### config.mk
export PLATFORM = sky130hd
export DESIGN_NAME = number_to_digit_codes_core
export DESIGN_NICKNAME = d
export VERILOG_FILES = /design/src/hw/rtl/ndc_pkg.sv /design/src/hw/rtl/ndc_cell.sv /design/src/hw/rtl/number_to_digit_codes_core.sv
export SDC_FILE = /design/constraint.sdc
export NUM_CORES = 1
export LEC_CHECK = 0
export ABC_CLOCK_PERIOD_IN_PS = 4200
export BUFFER_PORTS_ARGS = -buffer_cell sky130_fd_sc_hd__buf_2
export CAP_MARGIN = 20
export CORE_UTILIZATION = 40
export DETAILED_ROUTE_END_ITERATION = 8
export PLACE_DENSITY = 0.57
export SYNTH_ARGS = -nofsm -noshare
export SYNTH_HDL_FRONTEND = slang
export SYNTH_SLANG_ARGS = --single-unit
### constraint.sdc
create_clock -name aclk -period 4.2 [get_ports aclk]
set_input_delay 0.63 -clock aclk [delete_from_list [all_inputs] [get_ports aclk]]
set_output_delay 0.63 -clock aclk [all_outputs]
set_load 0.03 [all_outputs]
### src/hw/rtl/ndc_pkg.sv
`default_nettype none
// ----------------------------------------------------------------------------
// ndc_pkg: shared definitions for the number to digit codes core
// Widths, format and pad codes, character code bases, the per-cell control
// group and the digit to character code mapping.
// ----------------------------------------------------------------------------
package ndc_pkg;

    localparam int CELL_COUNT = 10;  // decimal positions, units first
    localparam int HEX_CELLS  = 8;   // hexadecimal positions
    localparam int VALUE_W    = 33;
    localparam int CODE_W     = 16;
    localparam int DIGIT_W    = 4;
    localparam int POS_W      = 4;
    localparam int BIT_CNT_W  = 6;

    // Format requests. Code three behaves as hexadecimal.
    localparam logic [1:0] CMD_SIGNED   = 2'd0;
    localparam logic [1:0] CMD_UNSIGNED = 2'd1;
    localparam logic [1:0] CMD_HEX      = 2'd2;

    // Pad modes. Code three behaves as left aligned.
    localparam logic [1:0] PAD_ZERO  = 2'd0;
    localparam logic [1:0] PAD_SPACE = 2'd1;
    localparam logic [1:0] PAD_LEFT  = 2'd2;

    localparam logic [DIGIT_W-1:0] DIGIT_MAX_HEX = 4'd15;

    // Character codes, full width and half width.
    localparam logic [CODE_W-1:0] CODE_DIGIT_FW  = 16'hFF10;
    localparam logic [CODE_W-1:0] CODE_DIGIT_HW  = 16'h0030;
    localparam logic [CODE_W-1:0] CODE_LETTER_FW = 16'hFF21;
    localparam logic [CODE_W-1:0] CODE_LETTER_HW = 16'h0041;
    localparam logic [CODE_W-1:0] CODE_MINUS_FW  = 16'h30FC;
    localparam logic [CODE_W-1:0] CODE_MINUS_HW  = 16'h002D;
    localparam logic [CODE_W-1:0] CODE_SPACE_FW  = 16'h3000;
    localparam logic [CODE_W-1:0] CODE_SPACE_HW  = 16'h0020;
    localparam logic [CODE_W-1:0] CODE_QUEST_FW  = 16'hFF1F;
    localparam logic [CODE_W-1:0] CODE_QUEST_HW  = 16'h003F;

    typedef struct packed {
        logic load;   // take the parallel load digit
        logic shift;  // one double-dabble step: adjust, then shift in a bit
    } cell_ctrl_t;

    function automatic logic [CODE_W-1:0] digit_code(input logic [DIGIT_W-1:0] d,
                                                     input logic full);
        logic [CODE_W-1:0] code;
        if (d < 4'd10) begin
            code = (full ? CODE_DIGIT_FW : CODE_DIGIT_HW) + {12'd0, d};
        end else begin
            code = (full ? CODE_LETTER_FW : CODE_LETTER_HW) + {12'd0, d - 4'd10};
        end
        return code;
    endfunction

endpackage
`default_nettype wire

### src/hw/rtl/ndc_cell.sv
`default_nettype none
// ----------------------------------------------------------------------------
// ndc_cell: one digit cell of the conversion row
// Holds one 4-bit digit. A shift step adds three to a digit of five or more,
// passes the adjusted top bit to the next cell and takes the bit handed up
// by the cell below.
// ----------------------------------------------------------------------------
module ndc_cell
    import ndc_pkg::*;
(
    input  wire logic               aclk,
    input  wire cell_ctrl_t         ctrl,
    input  wire logic [DIGIT_W-1:0] load_digit,
    input  wire logic               carry_in,
    output logic                    carry_out,
    output logic [DIGIT_W-1:0]      digit
);

    logic [DIGIT_W-1:0] digit_reg;
    logic [DIGIT_W-1:0] digit_next;
    logic [DIGIT_W-1:0] adjusted;

    // The adjusted digit depends on this cell's register only, so the carry
    // chain does not ripple combinationally across the row.
    assign adjusted  = (digit_reg >= 4'd5) ? digit_reg + 4'd3 : digit_reg;
    assign carry_out = adjusted[DIGIT_W-1];
    assign digit     = digit_reg;

    always_comb begin
        digit_next = digit_reg;
        if (ctrl.load) begin
            digit_next = load_digit;
        end else if (ctrl.shift) begin
            digit_next = {adjusted[DIGIT_W-2:0], carry_in};
        end
    end

    always_ff @(posedge aclk) begin
        digit_reg <= digit_next;
    end

endmodule
`default_nettype wire

### src/hw/rtl/number_to_digit_codes_core.sv
`default_nettype none
// ----------------------------------------------------------------------------
// number_to_digit_codes_core: number to character code run converter
// Turns one number and its format request into a run of 16-bit character
// codes, most significant position first, through a row of digit cells.
// ----------------------------------------------------------------------------
// Usage. The input channel (s_*) takes one item: a format command, a 33-bit
// value, a digit count, a pad mode and a width select. The result channel
// (m_*) then delivers one item per character code: an optional minus code,
// then the digit positions, each either a digit, a letter, a space or a
// question mark. m_last is high on the units digit, which ends the run.
// Timing. Decimal items load the magnitude into a shift register and run
// 33 double-dabble steps through a row of ten digit cells, one bit per
// cycle. Hexadecimal items load their nibbles straight into the cells.
// After that, one position is handled per cycle while the output register
// is free; a negative decimal item first emits its minus code. Dropped
// leading zeros in left-aligned mode are still handled as positions and
// also wait for a free output register. A new item is taken once the
// previous run has been handed to the output register, even if its last
// code is still waiting.
// Reset clears the sequencer and the output valid; no codes are pending
// afterwards. When the receiver holds m_ready low, the current code stays
// in the output register and the sequencer waits; nothing is lost.
// ----------------------------------------------------------------------------
module number_to_digit_codes_core
    import ndc_pkg::*;
(
    input  wire logic                 aclk,
    input  wire logic                 aresetn,
    input  wire logic                 s_valid,
    output logic                      s_ready,
    input  wire logic [1:0]           s_command,
    input  wire logic signed [VALUE_W-1:0] s_value,
    input  wire logic [3:0]           s_digit_count,
    input  wire logic [1:0]           s_pad_mode,
    input  wire logic                 s_full_width,
    output logic                      m_valid,
    input  wire logic                 m_ready,
    output logic [CODE_W-1:0]         m_char_code,
    output logic                      m_last
);

    localparam logic [1:0] ST_IDLE = 2'd0;
    localparam logic [1:0] ST_CONV = 2'd1;
    localparam logic [1:0] ST_SIGN = 2'd2;
    localparam logic [1:0] ST_EMIT = 2'd3;

    localparam logic [BIT_CNT_W-1:0] LAST_STEP = BIT_CNT_W'(VALUE_W - 1);

    // Sequencer state.
    logic [1:0]           state_reg, state_next;
    logic [VALUE_W-1:0]   bin_reg, bin_next;
    logic [BIT_CNT_W-1:0] step_reg, step_next;
    logic [POS_W-1:0]     pos_reg, pos_next;
    logic [POS_W-1:0]     top_reg, top_next;
    logic                 hex_reg, hex_next;
    logic                 full_reg, full_next;
    logic [1:0]           pad_reg, pad_next;
    logic                 neg_reg, neg_next;
    logic                 supp_reg, supp_next;

    // Output register.
    logic                 m_valid_reg, m_valid_next;
    logic [CODE_W-1:0]    m_char_code_reg, m_char_code_next;
    logic                 m_last_reg, m_last_next;

    // Cell row.
    cell_ctrl_t           cell_ctrl;
    logic [DIGIT_W-1:0]   load_digit [CELL_COUNT];
    logic [DIGIT_W-1:0]   digit_w    [CELL_COUNT];
    logic                 carry_w    [CELL_COUNT];

    logic                 accept;
    logic                 out_free;
    logic                 in_hex;
    logic                 in_neg;
    logic [3:0]           cnt_clamped;
    logic [VALUE_W-1:0]   raw;
    logic [VALUE_W-1:0]   magnitude;
    logic                 over;
    logic [DIGIT_W-1:0]   cur_digit;
    logic                 is_quest;
    logic                 units;
    logic                 shows;

    assign raw      = s_value;
    assign s_ready  = (state_reg == ST_IDLE);
    assign accept   = s_valid && s_ready;
    assign out_free = !m_valid_reg || m_ready;
    assign in_hex   = s_command[1];
    assign in_neg   = (s_command == CMD_SIGNED) && raw[VALUE_W-1];

    assign m_valid     = m_valid_reg;
    assign m_char_code = m_char_code_reg;
    assign m_last      = m_last_reg;

    // A zero count means one position; decimal saturates at ten, hex at eight.
    always_comb begin
        cnt_clamped = (s_digit_count == 4'd0) ? 4'd1 : s_digit_count;
        if (in_hex && cnt_clamped > 4'(HEX_CELLS)) begin
            cnt_clamped = 4'(HEX_CELLS);
        end else if (!in_hex && cnt_clamped > 4'(CELL_COUNT)) begin
            cnt_clamped = 4'(CELL_COUNT);
        end
    end

    // Signed requests convert the full 33-bit magnitude; other requests use
    // the low 32 bits as an unsigned number.
    always_comb begin
        if (s_command == CMD_SIGNED) begin
            magnitude = in_neg ? (~raw + VALUE_W'(1)) : raw;
        end else begin
            magnitude = {1'b0, raw[VALUE_W-2:0]};
        end
    end

    always_comb begin
        cell_ctrl.load  = accept;
        cell_ctrl.shift = (state_reg == ST_CONV);
    end

    genvar gi;
    generate
        for (gi = 0; gi < CELL_COUNT; gi++) begin : g_cell
            logic cin;
            if (gi < HEX_CELLS) begin : g_hex_load
                assign load_digit[gi] = in_hex ? raw[gi*DIGIT_W +: DIGIT_W] : '0;
            end else begin : g_zero_load
                assign load_digit[gi] = '0;
            end
            if (gi == 0) begin : g_first
                assign cin = bin_reg[VALUE_W-1];
            end else begin : g_next
                assign cin = carry_w[gi-1];
            end
            ndc_cell u_cell (
                .aclk       (aclk),
                .ctrl       (cell_ctrl),
                .load_digit (load_digit[gi]),
                .carry_in   (cin),
                .carry_out  (carry_w[gi]),
                .digit      (digit_w[gi])
            );
        end
    endgenerate

    // The top position overflows when any digit above it is nonzero.
    always_comb begin
        over = 1'b0;
        for (int i = 0; i < CELL_COUNT; i++) begin
            if (POS_W'(i) > top_reg && digit_w[i] != '0) begin
                over = 1'b1;
            end
        end
    end

    always_comb begin
        units     = (pos_reg == '0);
        cur_digit = digit_w[pos_reg];
        is_quest  = 1'b0;
        if (pos_reg == top_reg && over) begin
            if (hex_reg) begin
                cur_digit = DIGIT_MAX_HEX;
            end else begin
                is_quest = 1'b1;
            end
        end
        shows = !supp_reg || cur_digit != '0 || is_quest || units;
    end

    always_comb begin
        state_next       = state_reg;
        bin_next         = bin_reg;
        step_next        = step_reg;
        pos_next         = pos_reg;
        top_next         = top_reg;
        hex_next         = hex_reg;
        full_next        = full_reg;
        pad_next         = pad_reg;
        neg_next         = neg_reg;
        supp_next        = supp_reg;
        m_valid_next     = m_valid_reg && !m_ready;
        m_char_code_next = m_char_code_reg;
        m_last_next      = m_last_reg;

        unique case (state_reg)
            ST_IDLE: begin
                if (accept) begin
                    bin_next  = magnitude;
                    step_next = '0;
                    top_next  = cnt_clamped - 4'd1;
                    pos_next  = cnt_clamped - 4'd1;
                    hex_next  = in_hex;
                    full_next = s_full_width;
                    pad_next  = s_pad_mode;
                    neg_next  = in_neg;
                    supp_next = (s_pad_mode != PAD_ZERO);
                    state_next = in_hex ? ST_EMIT : ST_CONV;
                end
            end
            ST_CONV: begin
                bin_next  = {bin_reg[VALUE_W-2:0], 1'b0};
                step_next = step_reg + BIT_CNT_W'(1);
                if (step_reg == LAST_STEP) begin
                    state_next = neg_reg ? ST_SIGN : ST_EMIT;
                end
            end
            ST_SIGN: begin
                if (out_free) begin
                    m_valid_next     = 1'b1;
                    m_char_code_next = full_reg ? CODE_MINUS_FW : CODE_MINUS_HW;
                    m_last_next      = 1'b0;
                    state_next       = ST_EMIT;
                end
            end
            ST_EMIT: begin
                if (out_free) begin
                    if (shows) begin
                        supp_next    = 1'b0;
                        m_valid_next = 1'b1;
                        m_last_next  = units;
                        if (is_quest) begin
                            m_char_code_next = full_reg ? CODE_QUEST_FW : CODE_QUEST_HW;
                        end else begin
                            m_char_code_next = digit_code(cur_digit, full_reg);
                        end
                    end else if (pad_reg == PAD_SPACE) begin
                        m_valid_next     = 1'b1;
                        m_last_next      = 1'b0;
                        m_char_code_next = full_reg ? CODE_SPACE_FW : CODE_SPACE_HW;
                    end
                    if (units) begin
                        state_next = ST_IDLE;
                    end else begin
                        pos_next = pos_reg - 4'd1;
                    end
                end
            end
            default: begin
                state_next = ST_IDLE;
            end
        endcase
    end

    always_ff @(posedge aclk) begin
        if (!aresetn) begin
            state_reg   <= ST_IDLE;
            m_valid_reg <= 1'b0;
        end else begin
            state_reg   <= state_next;
            m_valid_reg <= m_valid_next;
        end
    end

    always_ff @(posedge aclk) begin
        bin_reg         <= bin_next;
        step_reg        <= step_next;
        pos_reg         <= pos_next;
        top_reg         <= top_next;
        hex_reg         <= hex_next;
        full_reg        <= full_next;
        pad_reg         <= pad_next;
        neg_reg         <= neg_next;
        supp_reg        <= supp_next;
        m_char_code_reg <= m_char_code_next;
        m_last_reg      <= m_last_next;
    end

endmodule
`default_nettype wire
==> reports/qor.csv, run 1 <==
metric;value;unit
synth_fa_ha_area_share;5.97;%
outcome;completed;
p_per_area;735;nW/um2
leading_area_contributor_after_synthesis;sky130_fd_sc_hd__edfxtp_1;
synth_seq_area_share;44.9;%
synthesis.yosys.warnings;0;
synth-edff-count;96;
dpl-instance-area;7390;um2
worst_setup_path_startpoint;g_cell[2].u_cell.digit[0];
xor_and_xnor_area_share_after_synthesis;7.73;%
dr.pass1.iters;5;
max-clock-path-buffers;2;
post-route-cell-area;7700;um2
tightestPinTransition;830;ps
hp-class;in2reg;
regArea;3100;um2
cell_type_of_the_slowest_stage_on_the_worst_timing_path;sky130_fd_sc_hd__edfxtp_1;
cts_sinks;107;
place.detailed.hpwl;12.6;mm
power.total;5.66;mW
grt_pass1_vias;5380;
period_needed;3610;ps
syn_area_per_cell;9.75;um2
setup_viol_count_final;0;
critPathCaptureType;register;
multi_input_area;3490;um2
yosys_register_bits;107;
fin_nets;834;
wl_cell;17.5;um
leakage_dissipation;2.77;nW
antenna_violating_nets_post_route;0;
synth.net_count;788;
cts.repair.resized;0;
cts-buffers-inserted;9;
detailedRoute.firstIterationViolations;411;
cells_along_the_critical_path;inv_1 -> ha_1 -> nor3b_1 -> o311ai_0 -> a211oi_1 -> o32ai_2 -> nor2_1 -> ha_1 -> and3_1 -> nand3_1 -> nor2_1 -> a31oi_1 -> buf_4;
irDropWorstVdd;453;uV
synth-compound-area-share;16.4;%
fp.dieH;133;um
tritoncts_clock_tree;done;
num-fill-cells;1631;
critical_path.startpoint_type;register;
multiplexer_share_of_the_synthesized_area;4.00;%
path_max_fanout;11;
number_of_non_filler_instances_in_the_completed_layout;981;
cts.hold.buffers_added;0;
ioPinCount;65;
yosys.cell_count.top_type;sky130_fd_sc_hd__edfxtp_1;
slew_headroom;44.7;%
final.setup_skew;10.6;ps
min_from;s_full_width;
cpPeakStageDelay;430;ps
post-place-cells;964;
cts_max_level;3;
synth.cells.most_frequent;sky130_fd_sc_hd__edfxtp_1 (96), sky130_fd_sc_hd__o21ai_0 (76), sky130_fd_sc_hd__a21oi_1 (60);
routedLengthMet1;7.94;mm
arrival;3720;ps
routed_wl;17.2;mm
post-route-period-util;85.9;%
worstPathRequired;4320;ps
met3_length;622;um
cts.repair_timing.setup_buffer_count;0;
worstPathBufferInverterCount;2;
synthFlopType;sky130_fd_sc_hd__edfxtp_1;
synth_top_cells_by_area;sky130_fd_sc_hd__edfxtp_1 (42%), sky130_fd_sc_hd__ha_1 (6.0%), sky130_fd_sc_hd__o21ai_0 (5.5%);
asr_flop_ratio_synth;0;%
synthesis.area;6910;um2
cts.root.buffer_cell;sky130_fd_sc_hd__clkbuf_16;
post-route-drc-count;0;
floorplan.die_area;17800;um2
synth_top_family_by_area;compound AO/OA/AOI/OAI gates;
num_vias;5453;
crit_family;simple AND/OR/NAND/NOR gates;
growth_of_design_area_from_synthesis_to_finish;11.3;%
largest_register_ff_count;40;
r2r_start;g_cell[2].u_cell.digit[0];
antenna_found_initial;1;
start_util;41.4;%
die_w;133;um
setup_total_negative_slack;0;ps
floorplan.rows;47;
share_of_layout_cells_above_drive_strength_1;14.7;%
grt_pass1_wl;27.6;mm
final_global_route_overflow_total;0;
port_buffers;64;
dr.max_layer_used;met4;
yosys.cell_types.count;64;
synth_top_cell_area_share;41.7;%
track_usage;20.0;%
maxCapViolCount;0;
rsz0062_at_grt;no;
timing.final.hold_violations;0;
globalplace.congestion;0.872;
critical_path_start_end_classification;reg2reg;
insertion_delay;360;ps
max_freq;277;MHz
routed_via_density;5.56;
area_of_the_core;16700;um2
timing.final.max_slew_violations;0;
clk_transition_reported_paths;70;ps
met2_layer_wire_length_in_the_routed_design;8.13;mm
grt_max_degree;73;
synth_simple_gate_area_share;16.2;%
postSynthCellCount;709;
## path summary, 6_finish.rpt
kind / endpoint / slack (ps) / cells past startpoint
max: m_char_code[1] / 590 / 13
min: full_reg / 450 / 1
max reg2reg: m_char_code[1] / 590 / 13
min reg2reg: g_cell[9].u_cell.digit[3] / 510 / 2
## kinds of logic after synthesis
group / after synthesis
AOI/OAI and AO/OA: 192
xor gates and xnor gates: 61
adders and majority gates: 33
buffers and inverters: 76
DFF: 107
muxes: 18
and+or+nand+nor: 222
## cells in the final DEF, fill, tap and decap left out, types with 5 or more instances in the layout
| cell | count |
|---|---|
| sky130_fd_sc_hd__nor3_1 | 16 |
| sky130_fd_sc_hd__clkbuf_16 | 9 |
| sky130_fd_sc_hd__buf_4 | 7 |
| sky130_fd_sc_hd__o31ai_1 | 13 |
| sky130_fd_sc_hd__buf_2 | 64 |
| sky130_fd_sc_hd__ha_1 | 32 |
| sky130_fd_sc_hd__mux2_2 | 7 |
| sky130_fd_sc_hd__nand2_1 | 50 |
| sky130_fd_sc_hd__a21oi_1 | 60 |
| sky130_fd_sc_hd__nor2_1 | 56 |
| sky130_fd_sc_hd__dfxtp_1 | 11 |
| sky130_fd_sc_hd__xor2_1 | 23 |
| sky130_fd_sc_hd__nor3b_1 | 17 |
| sky130_fd_sc_hd__o211ai_1 | 5 |
| sky130_fd_sc_hd__nand3_1 | 40 |
| sky130_fd_sc_hd__inv_1 | 37 |
| sky130_fd_sc_hd__xnor2_1 | 38 |
| sky130_fd_sc_hd__o21ai_0 | 75 |
| sky130_fd_sc_hd__edfxtp_1 | 96 |
| sky130_fd_sc_hd__nand2b_1 | 16 |
| sky130_fd_sc_hd__mux4_2 | 7 |
## worst register-to-register path: cells and delay by family, from the launching register on
kind / cells / cell delay (ps)
AND/OR/NAND/NOR: 5 / 1160
adder cells (fa/ha/maj): 2 / 410
buffers and inverters: 2 / 360
AO/OA/AOI/OAI: 4 / 1010
flip-flops: 1 / 430
## stage by stage
stage	hold slack, ps	util (%)	setup WS (ps)
final	445	46.1	591
after global placement	479	44.3	856
after floorplan	454	-	722
after global routing	432	46.1	392
after detailed placement	496	44.3	689
after CTS	432	46.1	667
## power breakdown
group | switching, mW | internal (mW) | total [mW]
combinational | 1.57 | 0.983 | 2.55
clock | 0.402 | 0.479 | 0.881
sequential | 0.400 | 1.83 | 2.23
## per-layer routing
metal	up-vias	global-route usage (%)
met2	116	33.8
met1	2635	25.0
met3	36	4.11
met5	-	0
li1	2666	-
met4	0	7.58
## final cells by class
type	count	share of cell area, %
Clock buffer	10	3.10
Antenna cell	1	0.0325
Inverter	40	1.95
Tap cell	220	3.58
Multi-Input combinational cell	526	45.4
Clock inverter	6	0.829
Timing Repair Buffer	71	4.84
Sequential cell	107	40.3
Power figures use the tool's default switching activity.
==> inputs of run 2 (changes only) <==
--- a/config.mk
+++ b/config.mk
@@ -8,9 +8,9 @@
 export ABC_CLOCK_PERIOD_IN_PS = 4200
 export BUFFER_PORTS_ARGS = -buffer_cell sky130_fd_sc_hd__buf_2
 export CAP_MARGIN = 20
-export CORE_UTILIZATION = 40
+export CORE_UTILIZATION = 30
 export DETAILED_ROUTE_END_ITERATION = 8
-export PLACE_DENSITY = 0.57
+export PLACE_DENSITY = 0.45
 export SYNTH_ARGS = -nofsm -noshare
 export SYNTH_HDL_FRONTEND = slang
 export SYNTH_SLANG_ARGS = --single-unit
==> constraint.sdc (replaced) <==
create_clock -name aclk -period 4.2 [get_ports aclk]
set_input_delay 0.63 -clock aclk [delete_from_list [all_inputs] [get_ports aclk]]
set_output_delay 0.63 -clock aclk [all_outputs]
set_load 0.01 [all_outputs]
==> reports/qor.csv, run 2 (same netlist as run 1, synthesis figures left out) <==
metric;value;unit
outcome;completed;
share_of_layout_cells_above_drive_strength_1;14.5;%
grt_max_degree;73;
fp.dieH;154;um
start_util;30.5;%
cts.repair.resized;0;
num-fill-cells;2297;
regArea;3100;um2
hp-class;in2reg;
die_w;154;um
detailedRoute.firstIterationViolations;284;
max-clock-path-buffers;2;
use_met3;2.48;%
growth_of_design_area_from_synthesis_to_finish;13.0;%
antenna_violating_nets_post_route;0;
cts_sinks;107;
clk_transition_reported_paths;70;ps
critPathCaptureType;register;
wl_cell;17.2;um
ioPinCount;65;
routed_via_density;5.16;
final.setup_skew;8.51;ps
globalplace.congestion;0.842;
area_of_the_core;22600;um2
irDropWorstVdd;291;uV
setup_total_negative_slack;0;ps
cts.root.buffer_cell;sky130_fd_sc_hd__clkbuf_16;
multi_input_area;3490;um2
post-route-drc-count;0;
antenna_cells_inserted;0;
path_max_fanout;11;
number_of_non_filler_instances_in_the_completed_layout;1045;
grt-busiest-layer;met2;
port_buffers;64;
dr.pass1.iters;4;
cts.repair_timing.setup_buffer_count;0;
fin_nets;835;
arrival;3560;ps
slew_headroom;36.0;%
cts.hold.buffers_added;0;
place.detailed.hpwl;13.3;mm
tightestPinTransition;959;ps
timing.final.max_slew_violations;0;
met2_usage;26.8;%
grt_pass1_vias;5405;
maxCapViolCount;0;
post-place-cells;1030;
largest_register_ff_count;40;
critical_path.startpoint_type;register;
floorplan.rows;55;
track_usage;15.7;%
floorplan.die_area;23700;um2
tritoncts_clock_tree;done;
commonest_non_fill_non_tap_cells_in_the_layout;sky130_fd_sc_hd__edfxtp_1 (96), sky130_fd_sc_hd__o21ai_0 (75), sky130_fd_sc_hd__buf_2 (64);
power.total;5.70;mW
leakage_dissipation;2.79;nW
period_needed;3450;ps
mostFrequentLayoutCell;sky130_fd_sc_hd__edfxtp_1;
antenna_found_initial;0;
p_per_area;730;nW/um2
grt_pass1_wl;29.0;mm
num_vias;5388;
cts-buffers-inserted;9;
hold_slack;453;ps
setup_viol_count_final;0;
timing.final.hold_violations;0;
routed_wl;18.0;mm
rsz0062_at_grt;no;
cts_max_level;3;
max_freq;290;MHz
insertion_delay;350;ps
worstPathRequired;4310;ps
post-route-period-util;82.1;%
final_global_route_overflow_total;0;
use_met1;20.2;%
critical_path_start_end_classification;reg2reg;
-- run 2: changes by cell type in the layout (fill, tap and decap cells not counted), sizes merged --
cell,change
clkinvlp,-2
buf,+1
diode,-1
clkbuf,+1
bufinv,+2
clkinv,-2
-- run 2: metrics by stage --
stage,worst slack [ps],area (um2),utilization [%]
6_report,751,7810,34.5
3_5_place_dp,768,7480,33.0
5_1_grt,399,7810,34.5
4_1_cts,758,7810,34.5
3_3_place_gp,863,7480,33.0
2_1_floorplan,722,6910,-
-- run 2: per-layer routing --
metal | vias up | part of all wire [%]
met5 | - | 0
met4 | 0 | 1.6
met3 | 19 | 3.3
met2 | 114 | 47
met1 | 2585 | 48
li1 | 2670 | -
-- run 2: where the power goes --
part	internal [mW]	total [mW]	leakage [nW]	switching, mW
logic	0.985	2.49	1.62	1.51
registers	1.83	2.22	1.01	0.390
clock network	0.584	0.989	0.160	0.405
total	3.40	5.70	2.79	2.30
-- run 2: worst max-delay path, stage by stage (launching register included) --
cell                       delay (ps)
sky130_fd_sc_hd__edfxtp_1         430
sky130_fd_sc_hd__inv_1            120
sky130_fd_sc_hd__ha_1             210
sky130_fd_sc_hd__nor3b_1          300
sky130_fd_sc_hd__o311ai_0         200
sky130_fd_sc_hd__a211oi_1         410
sky130_fd_sc_hd__o32ai_2          230
sky130_fd_sc_hd__nor2_1           250
sky130_fd_sc_hd__ha_1             180
sky130_fd_sc_hd__and3_1           140
sky130_fd_sc_hd__nand3_1          170
sky130_fd_sc_hd__nor2_1           230
sky130_fd_sc_hd__a31oi_1          110
sky130_fd_sc_hd__buf_4            230
-- run 2: layout make-up --
| class | count | share of cell area [%] |
|---|---|---|
| multi-input cells | 526 | 44.7 |
| flip-flops and latches | 107 | 39.7 |
| repair buffers | 72 | 4.87 |
| well taps | 285 | 4.56 |
| clock buffers | 11 | 2.98 |
| inverters | 40 | 1.92 |
| clock inverters | 4 | 1.27 |
-- run 2: path summary, 6_finish.rpt --
check	startpoint	endpoint	slack (ps)	depth (start not counted)
hold / removal	s_full_width	full_reg	450	1
setup reg to reg	g_cell[2].u_cell.digit[0]	m_char_code[2]	750	13
setup / recovery	g_cell[2].u_cell.digit[0]	m_char_code[2]	750	13
hold reg to reg	g_cell[9].u_cell.digit[3]	g_cell[9].u_cell.digit[3]	510	2
==> inputs of run 3 (changes only) <==
--- a/config.mk
+++ b/config.mk
@@ -5,7 +5,7 @@
 export SDC_FILE = /design/constraint.sdc
 export NUM_CORES = 1
 export LEC_CHECK = 0
-export ABC_CLOCK_PERIOD_IN_PS = 4200
+export ABC_CLOCK_PERIOD_IN_PS = 2900
 export BUFFER_PORTS_ARGS = -buffer_cell sky130_fd_sc_hd__buf_2
 export CAP_MARGIN = 20
 export CORE_UTILIZATION = 30
==> constraint.sdc (replaced) <==
create_clock -name aclk -period 2.9 [get_ports aclk]
set_input_delay 0.435 -clock aclk [delete_from_list [all_inputs] [get_ports aclk]]
set_output_delay 0.435 -clock aclk [all_outputs]
set_load 0.01 [all_outputs]
==> reports/qor.csv, run 3 (same netlist as run 1, synthesis figures left out) <==
metric;value;unit
cts.root.buffer_cell;sky130_fd_sc_hd__clkbuf_16;
start_util;30.5;%
final.setup_skew;13.1;ps
clk_transition_reported_paths;80;ps
globalplace.congestion;0.852;
worstPathRequired;3020;ps
antenna_cells_inserted;0;
ioPinCount;65;
num_vias;5624;
leakage_dissipation;3.16;nW
commonest_non_fill_non_tap_cells_in_the_layout;sky130_fd_sc_hd__edfxtp_1 (96), sky130_fd_sc_hd__o21ai_0 (73), sky130_fd_sc_hd__buf_4 (73);
crit_family;compound AO/OA/AOI/OAI gates;
max_freq;353;MHz
finish.utilization;37.7;%
path_max_fanout;5;
cts_max_level;3;
worst_setup_path_startpoint;g_cell[3].u_cell.digit[1];
irDropWorstVdd;443;uV
port_buffers;64;
cpPeakStageDelay;410;ps
fin_nets;905;
cells_along_the_critical_path;inv_2 -> ha_4 -> nor3b_4 -> o211ai_1 -> a22oi_2 -> o32ai_4 -> nor2_2 -> ha_2 -> and3_4 -> nand3_4 -> or2_1 -> a31o_2;
critPathCaptureType;register;
dp_worst_setup_slack;-136;ps
detailedRoute.firstIterationViolations;297;
p_int;5.37;mW
floorplan.rows;55;
period_needed;2830;ps
insertion_delay;360;ps
cts-buffers-inserted;9;
arrival;2950;ps
outcome;completed;
critical_path_start_end_classification;reg2reg;
grt_max_degree;73;
post-route-drc-count;0;
antenna_violating_nets_post_route;0;
setup_viol_count_final;0;
max-clock-path-buffers;2;
track_usage;16.0;%
cell_type_of_the_slowest_stage_on_the_worst_timing_path;sky130_fd_sc_hd__edfxtp_1;
p_per_area;1050;nW/um2
maxCapViolCount;0;
tightestPinTransition;675;ps
area_of_the_core;22600;um2
net_switching_share_of_the_total_power;40.3;%
worstPathBufferInverterCount;1;
slew_headroom;55.0;%
routed_via_density;5.04;
cts_sinks;107;
seq_power_share;34.0;%
growth_of_design_area_from_synthesis_to_finish;23.5;%
post-route-worst-setup-slack;65.8;ps
power_frac_comb;51.6;%
power.share.clock;14.4;%
antenna_found_initial;0;
grt_pass1_wl;29.7;mm
fp.dieH;154;um
place.detailed.hpwl;13.7;mm
critical_path.startpoint_type;register;
tritoncts_clock_tree;done;
routed_wl;18.3;mm
dr.pass1.iters;4;
die_w;154;um
min_from;s_full_width;
grt_pass1_vias;5719;
switching_power;3.63;mW
floorplan.die_area;23700;um2
hp-class;in2reg;
wl_cell;16.4;um
cts.hold.buffers_added;0;
mostFrequentLayoutCell;sky130_fd_sc_hd__edfxtp_1;
final_global_route_overflow_total;0;
timing.final.hold_violations;0;
r2r_start;g_cell[3].u_cell.digit[1];
share_of_layout_cells_above_drive_strength_1;25.0;%
largest_register_ff_count;40;
rsz0062_at_grt;yes;
timing.final.max_slew_violations;0;
post-route-period-util;97.7;%
[run 3: cell types whose count changed in the layout (fill, tap and decap cells not counted), sizes merged]
| cell | delta |
|---|---|
| clkinvlp | +2 |
| clkbuf | -1 |
| inv | +1 |
| clkinv | +2 |
| bufinv | -2 |
| buf | +69 |
[run 3: worst paths after layout]
check        depth (start not counted)  slack, ps        endpoint
max                                 12         70  m_char_code[4]
min                                  1        250        full_reg
max reg2reg                         12         70  m_char_code[4]
min reg2reg                          2        530      bin_reg[5]
[run 3: through the flow]
step / cell area (um2) / std cells / total power, mW / hold slack [ps] / setup TNS [ps]
after detailed placement: 7980 / 1088 / 7.37 / 509 / -1730
after floorplan: 6960 / 709 / 5.84 / 454 / 0
final: 8540 / 1116 / 9.00 / 249 / 0
after global placement: 7980 / 1088 / 7.26 / 495 / -24.1
after global routing: 8540 / 1116 / 9.73 / 238 / -646
after CTS: 8290 / 1105 / 8.72 / 237 / 0
[run 3: final cells by class]
cell class	count	area [um2]
flip-flops and latches	107	3100
repair buffers	142	965
clock buffers	9	225
multi-input cells	526	3660
clock inverters	7	76.3
fillers	2275	14100
well taps	285	357
inverters	40	150
[run 3: power by group through the flow]
stage	clock network, mW	registers, mW	logic, mW
2_1_floorplan	0	3.02	2.82
3_3_place_gp	0	3.04	4.22
3_5_place_dp	0	3.07	4.30
4_1_cts	1.34	3.04	4.33
5_1_grt	1.39	3.14	5.20
6_report	1.30	3.06	4.65
[run 3: what timing repair did]
item,in CTS,in global routing
endpoints found under the setup margin,15,20
setup buffers,1,10
pin swaps,1,13
gates cloned,0,1
gates resized for setup,3,28
[run 3: metal layers]
layer | vias to the layer above | part of all wire, % | track usage, %
li1 | 2810 | - | -
met3 | 16 | 3.0 | 2.62
met2 | 96 | 46 | 25.9
met5 | - | 0 | 0
met1 | 2702 | 50 | 21.8
met4 | 0 | 1.2 | 4.62
